===== config.mk =====
export PLATFORM = sky130hd
export DESIGN_NAME = if_mixer_halfband_decimator
export DESIGN_NICKNAME = d
export VERILOG_FILES = /design/src/hdl/ifmhd_pkg.sv /design/src/hdl/ifmhd_front.sv /design/src/hdl/ifmhd_fir.sv /design/src/hdl/if_mixer_halfband_decimator.sv
export SDC_FILE = /design/constraint.sdc
export NUM_CORES = 1
export LEC_CHECK = 0
export ABC_CLOCK_PERIOD_IN_PS = 6200
export BUFFER_PORTS_ARGS = -buffer_cell sky130_fd_sc_hd__buf_4
export CORE_MARGIN = 10
export CORE_UTILIZATION = 50
export DETAILED_ROUTE_END_ITERATION = 8
export PLACE_DENSITY = 0.77
export SLEW_MARGIN = 20
export SYNTH_ARGS = -nofsm -noshare
export SYNTH_HDL_FRONTEND = slang
export SYNTH_SLANG_ARGS = --single-unit

===== constraint.sdc =====
create_clock -name clk -period 6.2 [get_ports clk]
set_input_delay 1.55 -clock clk [delete_from_list [all_inputs] [get_ports clk]]
set_output_delay 1.55 -clock clk [all_outputs]
set_load 0.1 [all_outputs]

===== src/hdl/ifmhd_pkg.sv =====
// ----------------------------------------------------------------------------
// ifmhd_pkg
// Shared types and constants of the IF mixer and half-band decimator.
// ----------------------------------------------------------------------------
package ifmhd_pkg;

  localparam int NumTaps     = 31;
  localparam int CentreTap   = (NumTaps - 1) / 2;
  localparam int PairCount   = (CentreTap + 1) / 2;
  localparam int PhaseBitsDef = 32;
  localparam int StepW       = 32;
  localparam int IdxW        = 5;
  localparam int CoefW       = 20;
  localparam int SumW        = 22;

  typedef logic [NumTaps-1:0] win_t;

  // configuration register indexes
  typedef enum logic [0:0] {
    CFG_LO_STEP  = 1'b0,
    CFG_COEF_SET = 1'b1
  } cfg_idx_t;

  // local oscillator tables, bit n is table entry n
  localparam logic [3:0] LoSin = 4'b0011;
  localparam logic [3:0] LoCos = 4'b1001;

  // even taps, outermost first; row 0 remez, row 1 firwin
  localparam logic signed [CoefW-1:0] SideCoef [2][PairCount] = '{
    '{-20'sd10233, 20'sd10668, -20'sd16324, 20'sd24377,
      -20'sd36482, 20'sd56990, -20'sd101993, 20'sd316926},
    '{-20'sd1888, 20'sd3862, -20'sd8242, 20'sd15947,
      -20'sd28677, 20'sd50719, -20'sd98016, 20'sd315942}
  };

  localparam logic signed [CoefW-1:0] CentreCoef [2] = '{20'sd500009, 20'sd500706};

  typedef struct packed {
    logic sample_bit;
    logic start_req;
  } in_t;

  typedef struct packed {
    logic i_sign;
    logic q_sign;
  } out_t;

endpackage


===== src/hdl/ifmhd_front.sv =====
// ----------------------------------------------------------------------------
// ifmhd_front
// Phase accumulator, one-bit quadrature mixer, I/Q windows and decimation count.
// ----------------------------------------------------------------------------
module ifmhd_front #(
  parameter int PhaseBits = ifmhd_pkg::PhaseBitsDef
) (
  input  logic                           clk,
  input  logic                           rst,
  input  logic                           accept,
  input  ifmhd_pkg::in_t                 in_data,
  input  logic [ifmhd_pkg::StepW-1:0]    lo_step,
  output ifmhd_pkg::win_t                i_win_next,
  output ifmhd_pkg::win_t                q_win_next,
  output logic                           emit
);
  import ifmhd_pkg::*;

  logic [PhaseBits-1:0]       phase;
  logic [PhaseBits-1:0]       phase_base;
  logic [PhaseBits-1:0]       phase_next;
  logic [PhaseBits+StepW-1:0] step_wide;
  logic [PhaseBits-1:0]       step_ext;
  win_t                       i_win;
  win_t                       q_win;
  win_t                       i_base;
  win_t                       q_base;
  logic [IdxW-1:0]            idx;
  logic [IdxW-1:0]            idx_base;
  logic [IdxW-1:0]            idx_next;
  logic                       parity;
  logic                       parity_base;
  logic [1:0]                 lo_sel;
  logic                       i_bit;
  logic                       q_bit;

  assign step_wide = {{PhaseBits{1'b0}}, lo_step};
  assign step_ext  = step_wide[PhaseBits-1:0];

  // start clears everything ahead of this sample
  always_comb begin
    if (in_data.start_req) begin
      phase_base  = '0;
      i_base      = '0;
      q_base      = '0;
      idx_base    = '0;
      parity_base = 1'b0;
    end else begin
      phase_base  = phase;
      i_base      = i_win;
      q_base      = q_win;
      idx_base    = idx;
      parity_base = parity;
    end
  end

  assign lo_sel     = phase_base[PhaseBits-1 -: 2];
  assign i_bit      = in_data.sample_bit ^ LoSin[lo_sel];
  assign q_bit      = in_data.sample_bit ^ LoCos[lo_sel];
  assign i_win_next = {i_base[NumTaps-2:0], i_bit};
  assign q_win_next = {q_base[NumTaps-2:0], q_bit};
  assign phase_next = phase_base + step_ext;
  assign idx_next   = (idx_base == '1) ? idx_base : idx_base + IdxW'(1);
  assign emit       = (idx_base >= IdxW'(NumTaps - 1)) && !parity_base;

  always_ff @(posedge clk) begin
    if (rst) begin
      phase  <= '0;
      i_win  <= '0;
      q_win  <= '0;
      idx    <= '0;
      parity <= 1'b0;
    end else if (accept) begin
      phase  <= phase_next;
      i_win  <= i_win_next;
      q_win  <= q_win_next;
      idx    <= idx_next;
      parity <= ~parity_base;
    end
  end

endmodule


===== src/hdl/ifmhd_fir.sv =====
// ----------------------------------------------------------------------------
// ifmhd_fir
// Half-band sum over one bit window (+coef for 1, -coef for 0), sign out.
// ----------------------------------------------------------------------------
module ifmhd_fir (
  input  ifmhd_pkg::win_t win,
  input  logic            coef_set,
  output logic            sign_pos
);
  import ifmhd_pkg::*;

  logic signed [SumW-1:0] pair [PairCount];
  logic signed [SumW-1:0] lvl1 [PairCount/2];
  logic signed [SumW-1:0] lvl2 [PairCount/4];
  logic signed [SumW-1:0] centre_term;
  logic signed [SumW-1:0] total;

  // symmetric taps share a coefficient: both set, both clear, or cancel
  always_comb begin
    for (int p = 0; p < PairCount; p++) begin
      case ({win[NumTaps-1-2*p], win[2*p]})
        2'b11:   pair[p] = SumW'(SideCoef[coef_set][p]) <<< 1;
        2'b00:   pair[p] = -(SumW'(SideCoef[coef_set][p]) <<< 1);
        default: pair[p] = '0;
      endcase
    end
  end

  always_comb begin
    for (int j = 0; j < PairCount/2; j++) begin
      lvl1[j] = pair[2*j] + pair[2*j+1];
    end
  end

  always_comb begin
    for (int j = 0; j < PairCount/4; j++) begin
      lvl2[j] = lvl1[2*j] + lvl1[2*j+1];
    end
  end

  assign centre_term = win[CentreTap] ? SumW'(CentreCoef[coef_set])
                                      : -SumW'(CentreCoef[coef_set]);
  assign total       = lvl2[0] + lvl2[1] + centre_term;
  assign sign_pos    = ~total[SumW-1];

endmodule


===== src/hdl/if_mixer_halfband_decimator.sv =====
// ----------------------------------------------------------------------------
// if_mixer_halfband_decimator
// One-bit quadrature mixer with a 31-tap half-band decimate-by-two FIR.
//
//   channel   direction  handshake            beat
//   in        in         in_valid / in_stall   in_data (sample_bit, start_req)
//   out       out        out_valid / out_stall out_data (i_sign, q_sign)
//   cfg       in         cfg_valid / cfg_ready cfg_index, cfg_data
//
// one sample beat per cycle while in_stall is low; a result leaves through
// the window snapshot register and then the output register.
// rst is synchronous and clears phase, windows, counters, valid flags and config.
// a stalled output holds its beat; the snapshot stage still takes one more
// result-bearing sample, and only then does in_stall rise.
// cfg_ready is always high.
// ----------------------------------------------------------------------------
module if_mixer_halfband_decimator #(
  parameter int PhaseBits = ifmhd_pkg::PhaseBitsDef
) (
  input  logic                        clk,
  input  logic                        rst,
  input  logic                        in_valid,
  output logic                        in_stall,
  input  ifmhd_pkg::in_t              in_data,
  output logic                        out_valid,
  input  logic                        out_stall,
  output ifmhd_pkg::out_t             out_data,
  input  logic                        cfg_valid,
  output logic                        cfg_ready,
  input  logic [0:0]                  cfg_index,
  input  logic [ifmhd_pkg::StepW-1:0] cfg_data
);
  import ifmhd_pkg::*;

  logic [StepW-1:0] lo_step;
  logic             coef_set;
  logic             accept;
  logic             emit;
  logic             s1_adv;
  logic             s1_valid;
  win_t             i_win_next;
  win_t             q_win_next;
  win_t             s1_i_win;
  win_t             s1_q_win;
  logic             i_pos;
  logic             q_pos;

  assign cfg_ready = 1'b1;

  always_ff @(posedge clk) begin
    if (rst) begin
      lo_step  <= '0;
      coef_set <= 1'b0;
    end else if (cfg_valid && cfg_ready) begin
      case (cfg_idx_t'(cfg_index))
        CFG_LO_STEP:  lo_step  <= cfg_data;
        CFG_COEF_SET: coef_set <= cfg_data[0];
        default:      lo_step  <= lo_step;
      endcase
    end
  end

  assign s1_adv   = !out_valid || !out_stall;
  assign in_stall = s1_valid && !s1_adv;
  assign accept   = in_valid && !in_stall;

  ifmhd_front #(
    .PhaseBits (PhaseBits)
  ) u_front (
    .clk        (clk),
    .rst        (rst),
    .accept     (accept),
    .in_data    (in_data),
    .lo_step    (lo_step),
    .i_win_next (i_win_next),
    .q_win_next (q_win_next),
    .emit       (emit)
  );

  // window snapshot for a result-bearing sample
  always_ff @(posedge clk) begin
    if (rst) begin
      s1_valid <= 1'b0;
    end else if (!in_stall) begin
      s1_valid <= accept && emit;
    end
  end

  always_ff @(posedge clk) begin
    if (accept && emit) begin
      s1_i_win <= i_win_next;
      s1_q_win <= q_win_next;
    end
  end

  ifmhd_fir u_fir_i (
    .win      (s1_i_win),
    .coef_set (coef_set),
    .sign_pos (i_pos)
  );

  ifmhd_fir u_fir_q (
    .win      (s1_q_win),
    .coef_set (coef_set),
    .sign_pos (q_pos)
  );

  always_ff @(posedge clk) begin
    if (rst) begin
      out_valid <= 1'b0;
    end else if (s1_adv) begin
      out_valid <= s1_valid;
    end
  end

  always_ff @(posedge clk) begin
    if (s1_adv && s1_valid) begin
      out_data.i_sign <= i_pos;
      out_data.q_sign <= q_pos;
    end
  end

endmodule


==> summary.md <==
| Metric | Value |
|---|---|
| Final wirelength | 32.8 mm |
| Syn_nets | 2,101 |
| Die height | 198 um |
| Crit path DAT | 5.84 ns |
| Initial Util | 50.6% |
| Drt drc | 0 |
| Hold Path Depth | 2 |
| Period utilization | 91.3% |
| Seq cells post-synth | 169 |
| Synth area leaders | fa_1, dfxtp_1, ha_1, edfxtp_1, inv_1 |
| Leakage power | 7.82 nW |
| R2r startpoint | s1_i_win[14]$_DFFE_PP_ |
| Pre-antenna DRT Iters | 5 |
| Required @ worst endpoint | 6.38 ns |
| Hold Fails Final Rpt | 0 |
| DR vias/cell | 5.27 |
| Netlist cell types | 66 |
| Mapped cell area | 15,900 um^2 |
| Top-count cell post-synth | inv_1 |
| Largest net degree at the start of global routing | 88 |
| R2r worst-path depth | 20 |
| Hold_sp | u_front.q_win[23]$_SDFFE_PP0P_ |
| Final setup vio count | 0 |
| Vias in the first global route | 11.8k |
| Area delta synth->final | 7.67% |
| Outcome | finished, final reports clean |
| Initial DRC count | 537 |
| Dpl hpwl | 26.1 mm |
| RR Endpoint | out_data[1]$_DFFE_PP_ |
| Clk sinks | 169 |
| RD Place Congestion | 0.936 |
| Number of port buffers | 43 |
| Hold_buf cts | 0 |
| Layout cell share with drive strength beyond 1 | 6.20% |
| Syn_area_per_cell | 9.39 um^2 |
| CP Class | reg2reg |
| ANT cells | 0 |
| Max FO, Critical Path | 4 |
| First-pass GRT wire length | 56.6 mm |
| Setup TNS | 0 ns |
| Post-synth EDFFs | 36 |
| Total CTS buffers | 17 |
| CTS tree | yes |
| Mapped Cells | 1,695 |
| Hold Crit Class | reg2reg |
| Tot GR Track Use | 17.6% |
| H-tree levels | 4 |
| Number of nets in the layout | 2,102 |
| Vias | 11.1k |
| Final core occ | 54.5% |
| Die area | 39,400 um^2 |
| Top_reg_cell synth | dfxtp_1 |
| Worst Hold End | u_front.q_win[23]$_SDFFE_PP0P_ |
| FFs w/ async S/R, synth | 0% |
| Sequential area share after synthesis | 23.5% |
| Post-synth top area cell | fa_1 |
| Max VDD drop | 0.000116 V |
| Slew headroom | 38.4% |
| Top-area cell type share of the netlist area | 29.8% |
| Post-CTS Setup Repair Bufs | 0 |
| Post-synth top cells | inv_1, fa_1, nand2_1, a21oi_1, dfxtp_1 |
| CORE AREA | 31,500 um^2 |
| Clock slew at reported path FFs | 0.08 ns |
| Total of max-cap violations | 0 |
| Final min period | 5.66 ns |
| Post-CTS Resized | 0 |
| Die width | 198 um |
| Startpoint Class | register |
| Wire length per cell after detailed routing | 15.5 um |
| Clock Skew | 0.0134 ns |
| Crit end category | register |
| Slew Viols, Final | 0 |
| Congestion Overflow GR | 0 |
| Clk root buf | clkbuf_16 |
| Initial antenna violation count | 0 |
| Total of warnings raised by yosys | 0 |
| Worst-Skew Late Latency | 0.43 ns |
| Rows | 65 |
| RSZ-0062 raised after global routing | false |
| Maximum buffer depth of the clock tree | 2 |
| I/O pins | 45 |
| Worst-margin pin slew | 0.924 ns |
| Final ANT Viol Nets | 0 |
| Power per standard cell area | 169 nW/um^2 |
| FF-to-FF setup slack | 0.54 ns |
| Highest clock rate | 177 MHz |
## cell type report
cell class | instances | area [um^2]
clock buffers | 18 | 429
clock inverters | 14 | 144
fillers | 2666 | 14300
inverters | 285 | 1070
multi-input cells | 1170 | 10900
flip-flops and latches | 169 | 3740
well taps | 402 | 503
repair buffers | 53 | 398
## per-stage QoR
stage	hold slack, ns	total power [mW]	cell area [um^2]	worst slack [ns]	instances
2_1_floorplan	0.427	1.69	15900	0.240	1695
3_3_place_gp	0.433	1.84	16600	0.756	2079
3_5_place_dp	0.439	1.88	16600	0.619	2079
4_1_cts	0.448	2.93	17100	0.582	2111
5_1_grt	0.464	3.09	17100	0.255	2111
6_report	0.447	2.89	17100	0.539	2111
## report_power, final
part | internal (mW) | switching (mW)
registers | 1.14 | 0.0137
clock network | 0.539 | 0.505
logic | 0.298 | 0.399
total | 1.98 | 0.918
## state kept, by name, summed over array words and instances, names as in the netlist
signal,count
u_front.q_win,30
u_front.i_win,30
s1_valid,1
s1_q_win,17
out_valid,1
u_front.phase,32
lo_step,32
u_front.idx,5
u_front.parity,1
s1_i_win,17
coef_set,1
out_data,2
## critical path: stages, from the launching register on
cell,delay [ns]
edfxtp_1,0.35
inv_1,0.07
ha_1,0.27
nand2_1,0.09
a21boi_0,0.43
inv_1,0.24
fa_1,0.51
fa_1,0.54
fa_1,0.56
inv_1,0.06
fa_1,0.54
inv_1,0.05
ha_1,0.29
nor4bb_1,0.15
o2111a_1,0.13
o21a_1,0.18
o21a_1,0.20
o2111ai_1,0.20
o2111ai_1,0.15
a221oi_1,0.32
xnor2_1,0.10
## cell families after synthesis
group                      after synthesis  synth area share, %
and+or+nand+nor                        458                 13.8
adders and majority gates              366                 39.9
DFF                                    169                 23.5
xor gates and xnor gates                41                 2.26
AOI/OAI and AO/OA                      288                 11.0
other                                    1               0.0236
muxes                                   16                 1.04
buffers and inverters                  356                 8.43
## per-layer routing
layer / track usage [%] / vias up / routed length (um)
met5: 0 / - / 0
li1: - / 5393 / -
met2: 30.0 / 249 / 16100
met4: 4.80 / 0 / 614
met3: 3.08 / 44 / 1560
met1: 22.7 / 5436 / 14500
## cell usage in the layout, fill, tap and decap left out, types with 7 or more instances in the layout
cell       synthesis  layout
a21oi_1          163     163
fa_1             237     237
o21ai_0           19      19
xor2_1            11      11
o21ai_1            7       7
edfxtp_1          36      36
nand3b_1          29      29
nand4_1           11      11
xnor2_1           30      30
nand2b_1           8       8
o211ai_1           7       7
a211oi_1           9       9
nor3_1            13      13
nor2_1            43      43
nand3_1           14      14
a21o_1            25      25
nand2_1          236     235
dfxtp_1          133     132
ha_1             129     129
o21bai_1           9       9
buf_4              1      53
inv_1            282     282
nor2b_1           73      72
clkbuf_16          0      17
mux2i_1           12      12
## how the worst max path moves through the flow
| stage | to | cells past startpoint | start |
|---|---|---|---|
| finish | out_data[1]$_DFFE_PP_ | 20 | s1_i_win[14]$_DFFE_PP_ |
| global route | out_data[1]$_DFFE_PP_ | 20 | s1_i_win[14]$_DFFE_PP_ |
| CTS | out_data[1]$_DFFE_PP_ | 20 | s1_i_win[14]$_DFFE_PP_ |
| detailed placement | out_data[1]$_DFFE_PP_ | 20 | s1_i_win[14]$_DFFE_PP_ |
| global placement | out_data[1]$_DFFE_PP_ | 19 | coef_set$_SDFFE_PP0P_ |
| floorplan | s1_i_win[0]$_DFFE_PP_ | 5 | in_data[0] |
Power figures use the tool's default switching activity.
